[config.mk]
export PLATFORM = sky130hd
export DESIGN_NAME = sbe_front
export DESIGN_NICKNAME = d
export VERILOG_FILES = /design/src/rtl/sbe_pkg.sv /design/src/rtl/sbe_front.sv
export SDC_FILE = /design/constraint.sdc
export NUM_CORES = 1
export LEC_CHECK = 0
export ABC_CLOCK_PERIOD_IN_PS = 2220
export BUFFER_PORTS_ARGS = -buffer_cell sky130_fd_sc_hd__clkbuf_2
export CORE_ASPECT_RATIO = 1.25
export CORE_UTILIZATION = 40
export CTS_BUF_LIST = sky130_fd_sc_hd__clkbuf_2 sky130_fd_sc_hd__clkbuf_4 sky130_fd_sc_hd__clkbuf_8
export DETAILED_ROUTE_END_ITERATION = 10
export PLACE_DENSITY_LB_ADDON = 0.3
export SYNTH_ARGS = -nofsm -noshare
export SYNTH_HDL_FRONTEND = slang
export SYNTH_SLANG_ARGS = --single-unit
[constraint.sdc]
create_clock -name clk -period 2.22 [get_ports clk]
set_input_delay 0.444 -clock clk [delete_from_list [all_inputs] [get_ports clk]]
set_output_delay 0.444 -clock clk [all_outputs]
set_load 0.02 [all_outputs]
[src/rtl/sbe_pkg.sv]
package sbe_pkg;

	localparam int StackDepth = 256;
	localparam int SpW = $clog2(StackDepth + 1);
	localparam int AddrW = $clog2(StackDepth);
	localparam int DepthW = 9;
	localparam int QueueDepth = 2;

	typedef enum logic [2:0] {
		OP_PUSH_IMM       = 3'd0,
		OP_ADD            = 3'd1,
		OP_SUB            = 3'd2,
		OP_DIV            = 3'd3,
		OP_MUL            = 3'd4,
		OP_POP_TO_RESULT  = 3'd5,
		OP_DONE           = 3'd6,
		OP_UNKNOWN        = 3'd7
	} op_t;

	typedef enum logic [2:0] {
		ST_RUN     = 3'd0,
		ST_DONE    = 3'd1,
		ST_DIV0    = 3'd2,
		ST_UNKNOWN = 3'd3,
		ST_UNDER   = 3'd4,
		ST_OVER    = 3'd5
	} status_t;

	typedef struct packed {
		op_t        op;
		logic [7:0] imm;
	} instr_t;

	function automatic op_t decode(input logic [7:0] func);
		op_t o;
		case (func)
			8'd0: o = OP_PUSH_IMM;
			8'd1: o = OP_ADD;
			8'd2: o = OP_SUB;
			8'd3: o = OP_DIV;
			8'd4: o = OP_MUL;
			8'd5: o = OP_POP_TO_RESULT;
			8'd6: o = OP_DONE;
			default: o = OP_UNKNOWN;
		endcase
		return o;
	endfunction

endpackage

[src/rtl/sbe_front.sv]
module sbe_front (
	input  logic              clk,
	input  logic              arst_n,
	input  logic              valid,
	output logic              ready,
	input  logic [7:0]        func,
	input  logic [7:0]        imm,
	output logic              q_valid,
	input  logic              q_ready,
	output sbe_pkg::instr_t   q_instr
);
	localparam int PtrW = $clog2(sbe_pkg::QueueDepth);

	sbe_pkg::instr_t     fifo_q [sbe_pkg::QueueDepth];
	logic [PtrW-1:0]     wr_q, rd_q;
	logic [PtrW:0]       cnt_q;
	logic                push, pop;

	assign ready   = (cnt_q != (PtrW+1)'(sbe_pkg::QueueDepth));
	assign q_valid = (cnt_q != '0);
	assign q_instr = fifo_q[rd_q];
	assign push    = valid && ready;
	assign pop     = q_valid && q_ready;

	always_ff @(posedge clk) begin
		if (push) begin
			fifo_q[wr_q].op  <= sbe_pkg::decode(func);
			fifo_q[wr_q].imm <= imm;
		end
	end

	always_ff @(posedge clk or negedge arst_n) begin
		if (!arst_n) begin
			wr_q  <= '0;
			rd_q  <= '0;
			cnt_q <= '0;
		end else begin
			if (push) wr_q <= wr_q + 1'b1;
			if (pop) rd_q <= rd_q + 1'b1;
			cnt_q <= cnt_q + (PtrW+1)'(push) - (PtrW+1)'(pop);
		end
	end
endmodule

==> summary by stage, run 1 <==
Worst setup path
For the worst flop-to-flop path, the logic depth is 7. The delay of the slowest critical-path stage is 0.68 ns. The startpoint of the most critical register-to-register path is cnt_q[1]. STA puts the critical path data required time at 1.78 ns. The worst setup path is captured at a primary output.

The largest fanout on the critical path is 12. The critical path launch point type is a flip-flop. Traced cell by cell, the critical path runs through mux2_2, clkbuf_2. Across all register-to-register paths, the minimum setup slack is 0.41 ns. The type of the worst setup path is reg2out.

The worst-path cell with the longest stage delay is dfrtp_1. For the worst setup path, the data arrival time is 1.55 ns. The endpoint identified for the worst register-to-register timing path is cnt_q[1].

Timing
The final critical path takes up 89.7% of the cycle. Derived from the worst setup path, the maximum achievable clock frequency is 502 MHz. Between clock sinks in the finished design, the worst skew comes to 0.00662 ns.

The total count of max-transition violations in the final report was 0. The remaining max-slew budget at the tightest pin is 63.0%. The worst path in the final design needs a cycle of 1.99 ns, including I/O delays and setup.

Setup violations remaining at the end of the flow were counted as 0. The hold violation count in the final report is 0. The aggregate negative setup slack is 0 ns. For the pin with the worst max-slew slack, the measured transition is 0.554 ns. Setup repair after global routing left no endpoint under its margin.

Yosys
The net count of the mapped netlist is 77. The mapped netlist covers 1020 sq um. Averaged over all synthesized cells, the footprint is 18.5 sq um. The post-synthesis register bit count is 26. The number of instances in the synthesized netlist is 55. The Yosys step of the flow raised 0 warnings. After synthesis, the netlist uses 16 different library cells. After synthesis, flip-flops and latches occupy 74.9% of the total area.

Clock network
The clock tree from TritonCTS is built. The CTS root buffer is clkbuf_4. Gates resized during post-CTS repair numbered 0. In this run the number of H-tree levels came out at 1. The number of buffers on the longest clock path is 2. Counting the buffers created by CTS gives 3. The clock transition at the registers of the reported paths is 0.14 ns. The later pin in the worst-skew pair is clocked with a latency of 0.32 ns.

The clock net in this run drives a total of 26 sinks. The number of setup buffers added after CTS is 0. After clock tree synthesis, the flow added hold-fix buffers numbering 1.

Power and ir drop
Total power for the finished layout comes to 0.00154 W. In this run the static leakage power is 0.502 nW. VDD sags by at most 682 uV.

Dividing total power by cell area gives a power density of 1210 nW/um^2.

Floorplan
The floorplan step defined a core boundary enclosing 2430 sq um. The horizontal die dimension is 47.1 um. For this configuration, the core starts out at a cell density of 41.9%. Measured along the y axis, the die boundary spans 58.3 um. 33 I/O pins were placed.

The floorplan has 20 rows. The floorplan step defined a die boundary enclosing 2750 sq um.

Place
The post-detailed-placement half-perimeter wirelength is 1.14 mm. The final estimated routing congestion in global placement is 0.670. The number of input and output port buffers inserted is 32. Including well taps, the total number of placed cells is 121.

Global routing
The via count of the first global-routing pass is 543. The overall track demand over capacity in global routing is 11.9%. Entering global routing, the biggest net connects 15 pins. The total congestion overflow after global routing is 0.

The wire length of the first global-routing pass is 2.27 mm. The number of antenna violations at the first check in global routing is 0.

Finish
The share of layout cells above drive strength 1 is 54.8%. The final standard cell count with taps included and fillers excluded is 126. After the last flow step, the layout net total stands at 116. Relative to the synthesized area, the layout overhead comes to 25.4%.

0 antenna diodes ended up in the layout. Cells fill 52.5% of the core in the end. The filler cell count in the final layout is 225.

Job
Across the run, the number of max-cap violations was 0.

Hold path
For hold timing, the worst endpoint is fifo_q[1][6]. Counting instances, the worst hold path has a depth of 1. In this run the most critical hold path is launched from imm[6]. The class of the most critical hold timing path is in2reg.

Drt
The routed layout has 586 vias. The detailed router finished its first iteration with 14 violations. In the routed layout, each cell is associated on average with a via count of 4.65. Once detail routing completed, the nets flagged for antenna violations numbered 0. In the final routed layout, each cell accounts on average for 12.0 um. The wire length reported by the detailed router is 1.51 mm. The first-pass iteration count of the detailed router is 4.

The post-route DRC violation count is 0.

Status
The flow ran to the end, and the final reports show no timing, DRC or antenna violations.
==> kinds of logic after synthesis <==
group,count (synthesis),share of synthesized area (%)
simple gates,10,6.16
buf+inv,2,0.861
mux,11,12.2
xor+xnor,4,3.45
fa+ha+maj,2,2.46
flops,26,74.9
==> where the power goes <==
group	switching [W]	internal, W
Sequential	0.0000805	0.000668
Combinational	0.000303	0.000253
Clock	0.000134	0.000100
==> worst max-delay path: cells and delay by family (launching register included) <==
| family | cells | cell delay [ns] |
|---|---|---|
| mux | 1 | 0.40 |
| flops | 1 | 0.68 |
| buf+inv | 1 | 0.15 |
==> per-layer routing <==
layer	vias to the layer above	track usage [%]	part of all wire [%]
li1	282	-	-
met1	274	15.2	43
met2	26	19.2	49
met3	4	2.76	6.5
met4	0	4.90	1.6
met5	-	0	0
==> registers in the layout (all words and copies together) (netlist names) <==
signal / cells
cnt_q: 2
wr_q: 1
rd_q: 1
fifo_q: 22
==> worst max path at each step <==
stage | startpoint | to | slack, ns | cells after the start
3_3_place_gp | cnt_q[1] | cnt_q[1] | 0.52 | 7
3_5_place_dp | cnt_q[1] | cnt_q[1] | 0.41 | 7
5_1_grt | rd_q | q_instr[1] | 0.13 | 2
2_1_floorplan | cnt_q[1] | cnt_q[1] | 0.45 | 7
6_report | rd_q | q_instr[10] | 0.23 | 2
4_1_cts | rd_q | q_instr[10] | 0.18 | 2
==> through the flow <==
stage                     hold WS (ns)  instance area (sq um)  setup WS, ns
after floorplan                  0.148                   1020         0.453
after global routing             0.290                   1270         0.133
after detailed placement         0.258                   1230         0.407
after global placement           0.254                   1230         0.517
after CTS                        0.298                   1270         0.185
final                            0.307                   1270         0.228
==> area by class of cell <==
cell class / count / area, sq um / area share [%]
repair buffers: 35 / 185 / 14.5
flip-flops and latches: 26 / 761 / 59.7
clock buffers: 4 / 36.3 / 2.85
inverters: 1 / 3.75 / 0.295
multi-input cells: 27 / 246 / 19.4
well taps: 33 / 41.3 / 3.24
==> cell usage after synthesis <==
library cell	n	area share [%]
inv_1	1	0.37
and3_1	1	0.62
or3_1	3	1.8
xor2_1	1	0.86
or2_2	1	0.62
buf_2	1	0.49
nor2_1	1	0.37
or4_4	1	1.1
ha_1	2	2.5
edfxtp_1	22	65
xnor2_1	3	2.6
nand2b_1	1	0.62
dfrtp_1	4	9.9
nand2_1	1	0.37
and2_1	1	0.62
mux2_2	11	12
==> placed cells by master (no fill, tap or decap) <==
cell type       n
nor2_1          1
or2_2           1
inv_1           1
clkbuf_4        3
ha_1            2
clkbuf_8        1
dlygate4sd3_1   1
xnor2_1         3
xor2_1          1
dfrtp_1         4
and2_1          1
clkbuf_2       32
buf_4           2
edfxtp_1       22
mux2_2         11
nand2b_1        1
and3_1          1
or3_1           3
nand2_1         1
or4_4           1
No activity file was read; power rests on OpenSTA's default activity.
==> run 2: changes to the inputs <==
--- a/config.mk
+++ b/config.mk
@@ -12,6 +12,7 @@
 export CTS_BUF_LIST = sky130_fd_sc_hd__clkbuf_2 sky130_fd_sc_hd__clkbuf_4 sky130_fd_sc_hd__clkbuf_8
 export DETAILED_ROUTE_END_ITERATION = 10
 export PLACE_DENSITY_LB_ADDON = 0.3
+export REMOVE_ABC_BUFFERS = 1
 export SYNTH_ARGS = -nofsm -noshare
 export SYNTH_HDL_FRONTEND = slang
 export SYNTH_SLANG_ARGS = --single-unit
==> summary by stage, run 2 (synthesized netlist as in run 1, its figures left out) <==
Place
The final estimated routing congestion in global placement is 0.642. Port buffering added 32 buffers. The post-place setup slack is 0.438 ns.

Hold path
The class of the most critical hold timing path is in2reg.

Timing
The remaining max-slew budget at the tightest pin is 65.4%. For the pin with the worst max-slew slack, the measured transition is 0.519 ns. The setup clock skew after layout is 0.00727 ns. Setup violations remaining at the end of the flow were counted as 0.

The smallest setup slack after layout is 0.234 ns. The post-route fraction of the period consumed by the critical path is 89.5%. The hold violation count in the final report is 0. Static timing analysis puts the maximum clock frequency at 504 MHz. The total count of max-transition violations in the final report is 0. Setup repair after global routing left no endpoint under its margin.

After layout, the minimum clock period comes to 1.99 ns. The aggregate negative setup slack is 0 ns.

Worst setup path
The largest single stage delay on the critical path is 0.69 ns. In this run the worst setup path terminates at q_instr[10]. The worst setup path is launched from a flip-flop.

STA puts the critical path data required time at 1.78 ns. The beginning of the critical path is rd_q. The worst-path cell with the longest stage delay is dfrtp_1.

The worst setup path is captured at a primary output. Setup slack on the worst reg-to-reg path comes out at 0.42 ns. STA puts the critical path data arrival time at 1.54 ns. The startpoint of the most critical register-to-register path is cnt_q[1].

The largest fanout on the critical path is 12. The type of the worst setup path is reg2out. Traced cell by cell, the critical path runs through mux2_2, clkbuf_2. The worst register-to-register path has a depth of 7.

The end of the worst register-to-register path is cnt_q[1].

Power and ir drop
The peak supply drop is 802 uV. The analysis attributes to cell leakage a power of 0.499 nW. The ratio of total power to cell area is 1190 nW/um^2.

Finish
The register with the most flip-flops in the layout has 22 of them. The final layout contains 116 nets. In the final layout, the registers with the most flip-flops are fifo_q: 22 flops, cnt_q: 2 flops. The register with the most flip-flops is fifo_q.

The top cell types in the final layout, fill and taps aside, are clkbuf_2 (32), edfxtp_1 (22), mux2_2 (11). The filler cell count in the final layout is 229. The most common cell after layout, fill and taps aside is clkbuf_2. The layout-stage area growth over the synthesis result is 24.8%. The number of antenna diodes in the final layout is 0. In the final layout, the share of cells above drive strength 1 is 54.8%.

Floorplan
The standard-cell row count is 20. The I/O pin total is 33. The die area is 2750 sq um.

The die is 58.3 um tall. The starting utilization of the core area is 41.9%. The total area inside the core boundary comes to 2430 sq um. The horizontal die dimension is 47.1 um.

Clock network
Clock latency on the worst-skew pair, taken at its later pin, is 0.30 ns. Gates resized during post-CTS repair numbered 0. The clock transition at the registers of the reported paths is 0.13 ns.

Counting the buffers created by CTS gives 3. The clock passes through at most 2 buffers. The clock drives 26 sinks.

The CTS root buffer is clkbuf_4. TritonCTS built the clock tree. CTS built an H-tree with a depth of 1.

Global routing
The total congestion overflow after global routing is 0. The via count of the first global-routing pass is 583. The first global-routing pass estimated 2.44 mm of wire. The number of antenna violations at the first check in global routing is 0. The maximum number of pins on one net before global-route repair is 15. The overall track demand over capacity in global routing is 13.0%.

Drt
The total via count in the routed design is 585. For this run, design rule violations remaining after detail routing come to 0. The DRC marker count from the first detailed-route iteration is 3. The first detailed-routing pass took 4 iterations. Once detail routing completed, the nets flagged for antenna violations numbered 0.

The wire length reported by the detailed router is 1.52 mm. Dividing the detail-routed wire length by the instance count gives 12.0 um. Using the TritonRoute via totals, the vias-per-cell ratio works out to 4.64.

Job
Max-cap violations in this run came to 0.

Status
The run finished with clean final reports.
==> run 2: cell counts in the layout (fill, tap and decap cells not counted) <==
No cell type changed its count.
==> run 2: area by class of cell <==
class                           count  area, sq um  share of cell area [%]
Timing Repair Buffer               35          185                    14.6
Inverter                            1         3.75                   0.296
Sequential cell                    26          761                    60.0
Clock buffer                        4         30.0                    2.37
Tap cell                           33         41.3                    3.26
Multi-Input combinational cell     27          246                    19.4
==> run 2: worst max-delay path, delay by kind of cell, from the launching register on <==
family,cells,cell delay (ns)
buffers and inverters,1,0.15
flip-flops,1,0.69
multiplexers,1,0.40
==> run 2: metrics by stage <==
| step | utilization (%) | total power [W] | area, sq um | instances | hold slack (ns) |
|---|---|---|---|---|---|
| finish | 52.2 | 0.00151 | 1270 | 126 | 0.321 |
| global route | 52.2 | 0.00160 | 1270 | 126 | 0.298 |
| CTS | 52.2 | 0.00153 | 1270 | 126 | 0.312 |
| detailed placement | 50.6 | 0.00133 | 1230 | 121 | 0.257 |
| global placement | 50.6 | 0.00131 | 1230 | 121 | 0.255 |
| floorplan | - | 0.00113 | 1010 | 54 | 0.148 |
==> run 2: routing by layer <==
layer	global-route usage, %	vias up	share of wire (%)
met4	7.35	0	0.79
met1	14.8	282	38
li1	-	282	-
met2	22.4	19	57
met3	1.84	2	4.3
met5	0	-	0
==> run 2: worst min path at each step <==
| stage | endpoint | cells past startpoint | startpoint | slack (ns) |
|---|---|---|---|---|
| final | fifo_q[0][5] | 1 | imm[5] | 0.32 |
| after global routing | fifo_q[0][5] | 1 | imm[5] | 0.30 |
| after CTS | fifo_q[0][5] | 1 | imm[5] | 0.31 |
| after detailed placement | cnt_q[0] | 1 | arst_n | 0.26 |
| after global placement | cnt_q[0] | 1 | arst_n | 0.26 |
| after floorplan | cnt_q[0] | 0 | arst_n | 0.15 |
==> run 2: report_power, final <==
group	switching (W)	total (W)	internal, W	leakage (nW)
clock network	0.000121	0.000203	0.0000822	0.0184
logic	0.000300	0.000553	0.000253	0.240
registers	0.0000821	0.000750	0.000668	0.241
total	0.000503	0.00151	0.00100	0.499
==> run 2: what timing repair did <==
item,4_1_cts,5_1_grt
hold endpoints to repair,4,0
setup buffers,0,0
hold buffers,1,0
